## src/hdl/qfir_pkg.sv

```systemverilog
package qfir_pkg;

  // Defaults for the top-level parameters
  localparam int DEPTH_DEF        = 64;
  localparam int PAYLOAD_BITS_DEF = 64;

  // Fixed field widths
  localparam int KIND_W   = 3;
  localparam int KEY_W    = 32;
  localparam int STATUS_W = 2;
  localparam int COUNT_W  = 7;

  typedef enum logic [KIND_W-1:0] {
    KIND_PUSH_BACK  = 3'd0,
    KIND_PUSH_FRONT = 3'd1,
    KIND_POP_FRONT  = 3'd2,
    KIND_PEEK_FRONT = 3'd3,
    KIND_REVERSE    = 3'd4
  } kind_e;

  typedef enum logic [STATUS_W-1:0] {
    STATUS_OK    = 2'd0,
    STATUS_EMPTY = 2'd1,
    STATUS_FULL  = 2'd2
  } status_e;

  // Commands from the controller to the datapath
  typedef struct packed {
    logic load;     // capture the operation at the transfer
    logic exec;     // update pointers, write and read the store
    logic respond;  // present the result for one cycle
  } qfir_cmd_t;

endpackage

```

## src/hdl/qfir_ctrl.sv

```systemverilog
module qfir_ctrl (
  input  logic              clk_i,
  input  logic              rst_ni,
  input  logic              start_i,
  output logic              busy_o,
  output qfir_pkg::qfir_cmd_t cmd_o
);
  import qfir_pkg::*;

  typedef enum logic [2:0] {
    ST_IDLE = 3'b001,
    ST_EXEC = 3'b010,
    ST_RESP = 3'b100
  } state_e;

  state_e state_q, state_d;

  always_comb begin
    state_d       = state_q;
    cmd_o.load    = 1'b0;
    cmd_o.exec    = 1'b0;
    cmd_o.respond = 1'b0;
    case (state_q)
      ST_IDLE: begin
        if (start_i) begin
          cmd_o.load = 1'b1;
          state_d    = ST_EXEC;
        end
      end
      ST_EXEC: begin
        cmd_o.exec = 1'b1;
        state_d    = ST_RESP;
      end
      ST_RESP: begin
        cmd_o.respond = 1'b1;
        state_d       = ST_IDLE;
      end
      default: begin
        state_d = ST_IDLE;
      end
    endcase
  end

  always_ff @(posedge clk_i or negedge rst_ni) begin
    if (!rst_ni) begin
      state_q <= ST_IDLE;
    end else begin
      state_q <= state_d;
    end
  end

  assign busy_o = (state_q != ST_IDLE);

endmodule

```

## config.mk

```make
export PLATFORM = sky130hd
export DESIGN_NAME = qfir_ctrl
export DESIGN_NICKNAME = d
export VERILOG_FILES = /design/src/hdl/qfir_pkg.sv /design/src/hdl/qfir_ctrl.sv
export SDC_FILE = /design/constraint.sdc
export NUM_CORES = 1
export LEC_CHECK = 0
export BUFFER_PORTS_ARGS = -buffer_cell sky130_fd_sc_hd__clkbuf_2
export CAP_MARGIN = 15
export CORE_AREA = 2 2 39 41
export CTS_CLUSTER_SIZE = 25
export DETAILED_ROUTE_END_ITERATION = 7
export DIE_AREA = 0 0 41 43
export GPL_ROUTABILITY_DRIVEN = 0
export SLEW_MARGIN = 10
export SYNTH_ARGS = -nofsm -noshare
export SYNTH_HDL_FRONTEND = slang
export SYNTH_SLANG_ARGS = --single-unit
```

## constraint.sdc

```tcl
create_clock -name clk_i -period 2.5 [get_ports clk_i]
set_input_delay 0.75 -clock clk_i [delete_from_list [all_inputs] [get_ports clk_i]]
set_output_delay 0.75 -clock clk_i [all_outputs]
set_load 0.01 [all_outputs]
```

==> results of run 1 <==
power breakdown:
group	internal (mW)	total (mW)	leakage, nW	switching (mW)
clock network	0.0598	0.0850	0.0150	0.0252
logic	0.0426	0.0744	0.0436	0.0318
registers	0.0712	0.0922	0.0371	0.0211
cell usage in the layout (no fill, tap or decap), drive strengths merged:
cell type and instances:
clkbuf 10, dfrtp 2, nor3b 3, and4bb 2, nor2 1, dfstp 1, or3b 1
logic make-up (layout without fill, tap and decap cells):
family | after synthesis | count (layout) | share of synthesized area (%)
buffers and inverters | 1 | 10 | 5.22
DFF | 3 | 3 | 53.0
and+or+nand+nor | 7 | 7 | 41.7
cells in the mapped netlist (all sizes together):
| cell | instances | area (um^2) |
|---|---|---|
| or3b | 1 | 8.76 |
| and4bb | 2 | 25.0 |
| dfstp | 1 | 26.3 |
| nor2 | 1 | 3.75 |
| dfrtp | 2 | 50.1 |
| nor3b | 3 | 22.5 |
| buf | 1 | 7.51 |
through the flow:
| step | utilization (%) | hold slack (ns) | cell area [um^2] | setup slack, ns |
|---|---|---|---|---|
| final | 15.4 | 0.306 | 213 | 0.493 |
| after floorplan | - | 0.454 | 144 | 0.750 |
| after global routing | 15.4 | 0.297 | 213 | 0.423 |
| after CTS | 15.4 | 0.299 | 213 | 0.489 |
| after detailed placement | 13.5 | 0.506 | 186 | 0.541 |
| after global placement | 13.5 | 0.504 | 186 | 0.542 |
area by class of cell:
cell class / instances / share of cell area [%]
multi-input cells: 7 / 28.2
flip-flops and latches: 3 / 35.9
well taps: 16 / 9.41
repair buffers: 6 / 14.1
clock buffers: 4 / 12.4
final timing paths:
path / cells past startpoint / startpoint / end / slack [ns]
setup / recovery: 2 / state_q[0] / busy_o / 0.49
hold / removal: 1 / rst_ni / state_q[1] / 0.31
setup reg to reg: 2 / state_q[0] / state_q[0] / 1.57
hold reg to reg: 1 / state_q[2] / state_q[2] / 0.51
max in group asynchronous: 1 / rst_ni / state_q[0] / 2.00
min in group clk_i: 1 / state_q[2] / state_q[2] / 0.51
worst max-delay path, cell delays in order, from the launching register on:
cell and delay [ns]:
dfstp_2 0.56, or3b_1 0.34, clkbuf_2 0.13
metal layers:
layer  routed length [um]  part of all wire, %  vias to the layer above  global-route usage, %
met1                  149                   49                       53                   6.11
met4                    6                  2.0                        0                   6.00
met2                  102                   33                        7                   4.38
met3                   50                   16                        2                   7.85
li1                     -                    -                       58                      -
met5                    0                    0                        -                      0
==> results.toml, run 1 <==
[run_status]
status = "finished clean"

[drt]
dr.pass1.iters = 2
num_vias = 120
drt-total-wl_um = 307
antenna_left = 0
drc = 0
vias_per_cell = 3.33
dr.first_iter.drc_count = 1
wl_per_cell_um = 8.53

[clock_network]
cts_max_level = 1
clock_latency_ns = 0.23
cts_tree = "yes"
cts_made_buffers = 3
clkSlewWorstSetupHoldPaths_ns = 0.04
cts.sinks = 3
clockRootBuffer = "clkbuf_4"
holdBufCountCts = 0
clk_path_buf_depth = 2
ctsResizeCount = 0
post_cts_buffers = 0

[yosys]
yosysSeqAreaShare_pct = 53.0
ys_types = 7
syn_inst = 11
synth_area_per_cell_um2 = 13.1
yosys_warnings = 0
syn_nets = 14
yosys_register_bits = 3
synth_area_um2 = 144

[finish]
fill_cells = 148
multiInputGateArea_um2 = 60.1
insertedDiodeCount = 0
regMostFlops = "state_q"
layout.nets = 24
area_growth_pct = 47.8
largest_reg_flops = 3
register_area_um2 = 76.3
drive_above_1_share_pct = 60.0
fin_cells = 36
top_regs = "state_q (3)"

[power_and_ir_drop]
power_density_mw_per_mm2 = 1180
finalPower_mw = 0.252
peakVddDrop_mv = 0.207
p_leak_nw = 0.0957

[sta]
rsz0062_at_grt = "false"
fmax_ghz = 0.498
period_minus_slack_ns = 2.01
hold_viol_final = 0
setup_viol = 0
post-route-period-util_pct = 80.3
skew_ns = 0.00118
final_max_slew_viol_count = 0
timing.setup.tns_ns = 0
max_slew.worst_pin.slew_ns = 0.233
relSlewSlack_pct = 84.4

[worst_setup_path]
worst_ep_required_time_ns = 1.75
worstPathMaxFanout = 6
arrival_ns = 1.26
critPathCaptureType = "output pin"
path_class = "flop to output pin"
startpoint_type = "flop"

[floorplanning]
coreArea_mm2 = 0.00138
die_y_um = 43
ios = 7
initial_utilization_pct = 10.4
die-area_mm2 = 0.00176
rows = 14
die_x_um = 41

[global_route]
grt_pass1_wl_um = 538
grt_pass1_vias = 112
grt_start_max_net_pins = 7
antenna_found_initial = 0
grt_use_total_pct = 5.72
gr-total-overflow = 0

[run]
maxCapViolations = 0

[placed_design]
portBuffers = 6
dp.cells = 32
hpwl_um = 221

[min_path]
hp-class = "input port to asynchronous set/reset pin"
Note: power is estimated with default switching activity, not from simulation.
==> run 2, diff against run 1 <==
Clock period 2.5 ns to 2.1 ns, I/O delays scaled along.
==> results.toml, run 2 (synthesis results as in run 1) <==
[clock_network]
post_cts_buffers = 0
cts_tree = "yes"
clock_latency_ns = 0.23
ctsResizeCount = 0
holdBufCountCts = 0
cts_max_level = 1
clockRootBuffer = "clkbuf_4"
cts.sinks = 3
cts_made_buffers = 3
clk_path_buf_depth = 2
clkSlewWorstSetupHoldPaths_ns = 0.04

[drt]
vias_per_cell = 3.33
dr.first_iter.drc_count = 2
drt-total-wl_um = 315
drc = 0
num_vias = 120
wl_per_cell_um = 8.75
dr.pass1.iters = 4
antenna_left = 0

[finish]
top_regs = "state_q (3)"
layout_commonest_cell = "clkbuf_2"
final_cell_mix = "clkbuf_2, nor3b_1, clkbuf_4, and4bb_2, dfrtp_1"
largest_reg_flops = 3
area_growth_pct = 47.8
layout.nets = 24
insertedDiodeCount = 0
regMostFlops = "state_q"
drive_above_1_share_pct = 60.0

[sta]
hold_viol_final = 0
skew_ns = 0.00403
max_slew.worst_pin.slew_ns = 0.243
post-route-period-util_pct = 90.6
final_max_slew_viol_count = 0
rsz0062_at_grt = "false"
timing.setup.tns_ns = 0
relSlewSlack_pct = 83.8
fmax_ghz = 0.526
period_minus_slack_ns = 1.90
setup_viol = 0

[run]
maxCapViolations = 0

[global_route]
grt_pass1_wl_um = 469
grt_start_max_net_pins = 7
antenna_found_initial = 0
grt_pass1_vias = 117
gr-total-overflow = 0
grt_use_total_pct = 5.12

[worst_setup_path]
arrival_ns = 1.27
slowest_delay_ns = 0.56
reg2regPathDepth = 2
worst_ep_required_time_ns = 1.47
worstPathMaxFanout = 6
rr_startpoint = "state_q[0]"
startpoint_type = "flop"
critPathCaptureType = "output pin"
cp_cell_sequence = "or3b_1 > clkbuf_2"
path_class = "flop to output pin"
r2r_end = "state_q[0]"
path_delay_family = "flip-flops"
cp_slowest_cell = "dfstp_2"
path_depth = 2
reg2reg_slack_ns = 1.16
timing.critical_path.buf_inv = 1

[placed_design]
portBuffers = 6
hpwl_um = 227

[floorplanning]
die-area_mm2 = 0.00176
initial_utilization_pct = 10.4
rows = 14
die_y_um = 43
coreArea_mm2 = 0.00138
ios = 7
die_x_um = 41

[min_path]
hp-class = "input port to asynchronous set/reset pin"

[power_and_ir_drop]
power_density_mw_per_mm2 = 1410
peakVddDrop_mv = 0.125
p_leak_nw = 0.0957
finalPower_mw = 0.300

[run_status]
status = "finished clean"
==> run 2: power breakdown <==
group | leakage [nW] | internal (mW) | total (mW) | switching, mW
clock network | 0.0150 | 0.0712 | 0.101 | 0.0295
registers | 0.0371 | 0.0847 | 0.111 | 0.0259
logic | 0.0436 | 0.0507 | 0.0886 | 0.0378
==> run 2: routing by layer <==
layer  share of wire [%]  global-route usage [%]  up-vias
met5                   0                       0        -
met4                 3.2                    8.00        0
met3                  17                    4.71        2
met2                  37                    4.69        7
met1                  42                    4.82       54
li1                    -                       -       57
==> run 2: through the flow <==
| step | instances | setup WS (ns) | cell area (um^2) | hold WS, ns | utilization [%] |
|---|---|---|---|---|---|
| floorplan | 11 | 0.544 | 144 | 0.334 | - |
| global placement | 32 | 0.375 | 186 | 0.429 | 13.5 |
| detailed placement | 32 | 0.378 | 186 | 0.427 | 13.5 |
| CTS | 36 | 0.190 | 213 | 0.175 | 15.4 |
| global route | 36 | 0.152 | 213 | 0.184 | 15.4 |
| finish | 36 | 0.198 | 213 | 0.183 | 15.4 |
==> run 2: cell type report <==
class                      count  area, um^2
clock buffer                   4        26.3
fill                         160        1170
timing repair buffer           6        30.0
sequential                     3        76.3
multi-input combinational      7        60.1
tap                           16        20.0
==> run 2: worst max-delay path by stage <==
stage	to	start	slack, ns
global placement	cmd_o[2]	start_i	0.37
CTS	busy_o	state_q[0]	0.19
floorplan	busy_o	state_q[0]	0.54
detailed placement	cmd_o[2]	start_i	0.38
global route	busy_o	state_q[0]	0.15
finish	busy_o	state_q[0]	0.20
==> run 3, diff against run 2 <==
Settings changed: SLEW_MARGIN 10 to 20.
Clock period 2.1 ns to 1.6 ns, I/O delays scaled along.
==> results.toml, run 3 (synthesis results as in run 1) <==
[finish]
fin_area_um2 = 234
area_growth_pct = 62.6
final_cell_mix = "clkbuf_2, nor3b_1, clkbuf_4"
regMostFlops = "state_q"
insertedDiodeCount = 0
top_regs = "state_q (3)"
layout.nets = 26
layout_commonest_cell = "clkbuf_2"
drive_above_1_share_pct = 63.6
largest_reg_flops = 3

[floorplanning]
die_y_um = 43
coreArea_mm2 = 0.00138
die_x_um = 41
die-area_mm2 = 0.00176
rows = 14
ios = 7
initial_utilization_pct = 10.4

[power_and_ir_drop]
p_int_mw = 0.305
power_density_mw_per_mm2 = 1860
clkPwrFrac_pct = 30.3
peakVddDrop_mv = 0.354
p_leak_nw = 0.107
p_switching_mw = 0.130
finalPower_mw = 0.434
netSwitchingFraction_pct = 29.8
p_seq_share_pct = 32.7
pwr-share-comb_pct = 37.0

[sta]
relSlewSlack_pct = 84.0
timing.setup.tns_ns = -0.162
worst_slack_ns = -0.122
post-route-period-util_pct = 108
period_minus_slack_ns = 1.72
hold_viol_final = 0
skew_ns = 0.00294
final_max_slew_viol_count = 0
rsz0062_at_grt = "true"
setup_viol = 3
holdWs_ns = 0.0356
max_slew.worst_pin.slew_ns = 0.239
fmax_ghz = 0.581

[worst_setup_path]
timing.critical_path.buf_inv = 1
slowest_delay_ns = 0.55
cp_slowest_cell = "dfstp_2"
reg2reg_slack_ns = 0.58
path_class = "flop to output pin"
worst_ep_required_time_ns = 1.12
startpoint_type = "flop"
cp_cell_sequence = "or3b_1 > clkbuf_2"
worstPathMaxFanout = 5
arrival_ns = 1.24
path_delay_family = "flip-flops"
critPathCaptureType = "output pin"

[global_route]
antenna_found_initial = 0
grt_pass1_wl_um = 579
grt_use_total_pct = 6.02
gr-total-overflow = 0
grt_start_max_net_pins = 7
grt_pass1_vias = 124

[drt]
antenna_left = 0
drc = 0
drt-total-wl_um = 332
vias_per_cell = 3.26
num_vias = 124
wl_per_cell_um = 8.74
dr.first_iter.drc_count = 0
dr.pass1.iters = 1

[clock_network]
clk_path_buf_depth = 2
cts_max_level = 1
holdBufCountCts = 0
clkSlewWorstSetupHoldPaths_ns = 0.04
cts_tree = "yes"
clock_latency_ns = 0.23
cts.sinks = 3
clockRootBuffer = "clkbuf_4"
cts_made_buffers = 3

[min_path]
hp-class = "input port to asynchronous set/reset pin"

[placed_design]
hpwl_um = 221
dp_slack_ns = 0.108
dpl_cell_area_um2 = 186
portBuffers = 6

[run]
maxCapViolations = 0

[run_status]
status = "finished, violations left"
violations = "setup timing"
[run 3: path summary, 6_finish.rpt]
check,start,endpoint,cells after the start
worst max-delay path,state_q[0],busy_o,2
worst min-delay path,rst_ni,state_q[1],1
worst max register to register,state_q[0],state_q[0],3
worst min register to register,state_q[2],state_q[2],1
max in group asynchronous,rst_ni,state_q[0],1
min in group clk_i,state_q[2],state_q[2],1
[run 3: stage by stage]
step | instances | utilization (%)
finish | 38 | 16.9
global route | 38 | 16.9
floorplan | 11 | -
CTS | 37 | 15.9
global placement | 32 | 13.5
detailed placement | 32 | 13.5
[run 3: layout make-up]
type,count,area [um^2]
Clock buffer,4,26.3
Tap cell,16,20.0
Timing Repair Buffer,8,51.3
Fill cell,146,1150
Multi-Input combinational cell,7,60.1
Sequential cell,3,76.3
[run 3: repair_timing]
item | in CTS | in global routing
endpoints found under the setup margin | 2 | 4
resized for setup | 0 | 2
buffers inserted | 1 | 1
pin swaps | 0 | 1
[run 3: metal layers]
layer,wire length [um],global-route usage (%),vias to the layer above,part of all wire (%)
met5,0,0,-,0
li1,-,-,63,-
met1,156,6.11,52,47
met2,119,5.31,7,36
met3,50,7.85,2,15
met4,6,6.00,0,1.8
[run 3: power groups by stage]
stage | registers [mW] | clock network [mW] | logic [mW]
2_1_floorplan | 0.135 | 0 | 0.0855
3_5_place_dp | 0.144 | 0 | 0.118
3_3_place_gp | 0.145 | 0 | 0.117
4_1_cts | 0.141 | 0.137 | 0.136
5_1_grt | 0.150 | 0.148 | 0.178
6_report | 0.142 | 0.132 | 0.161
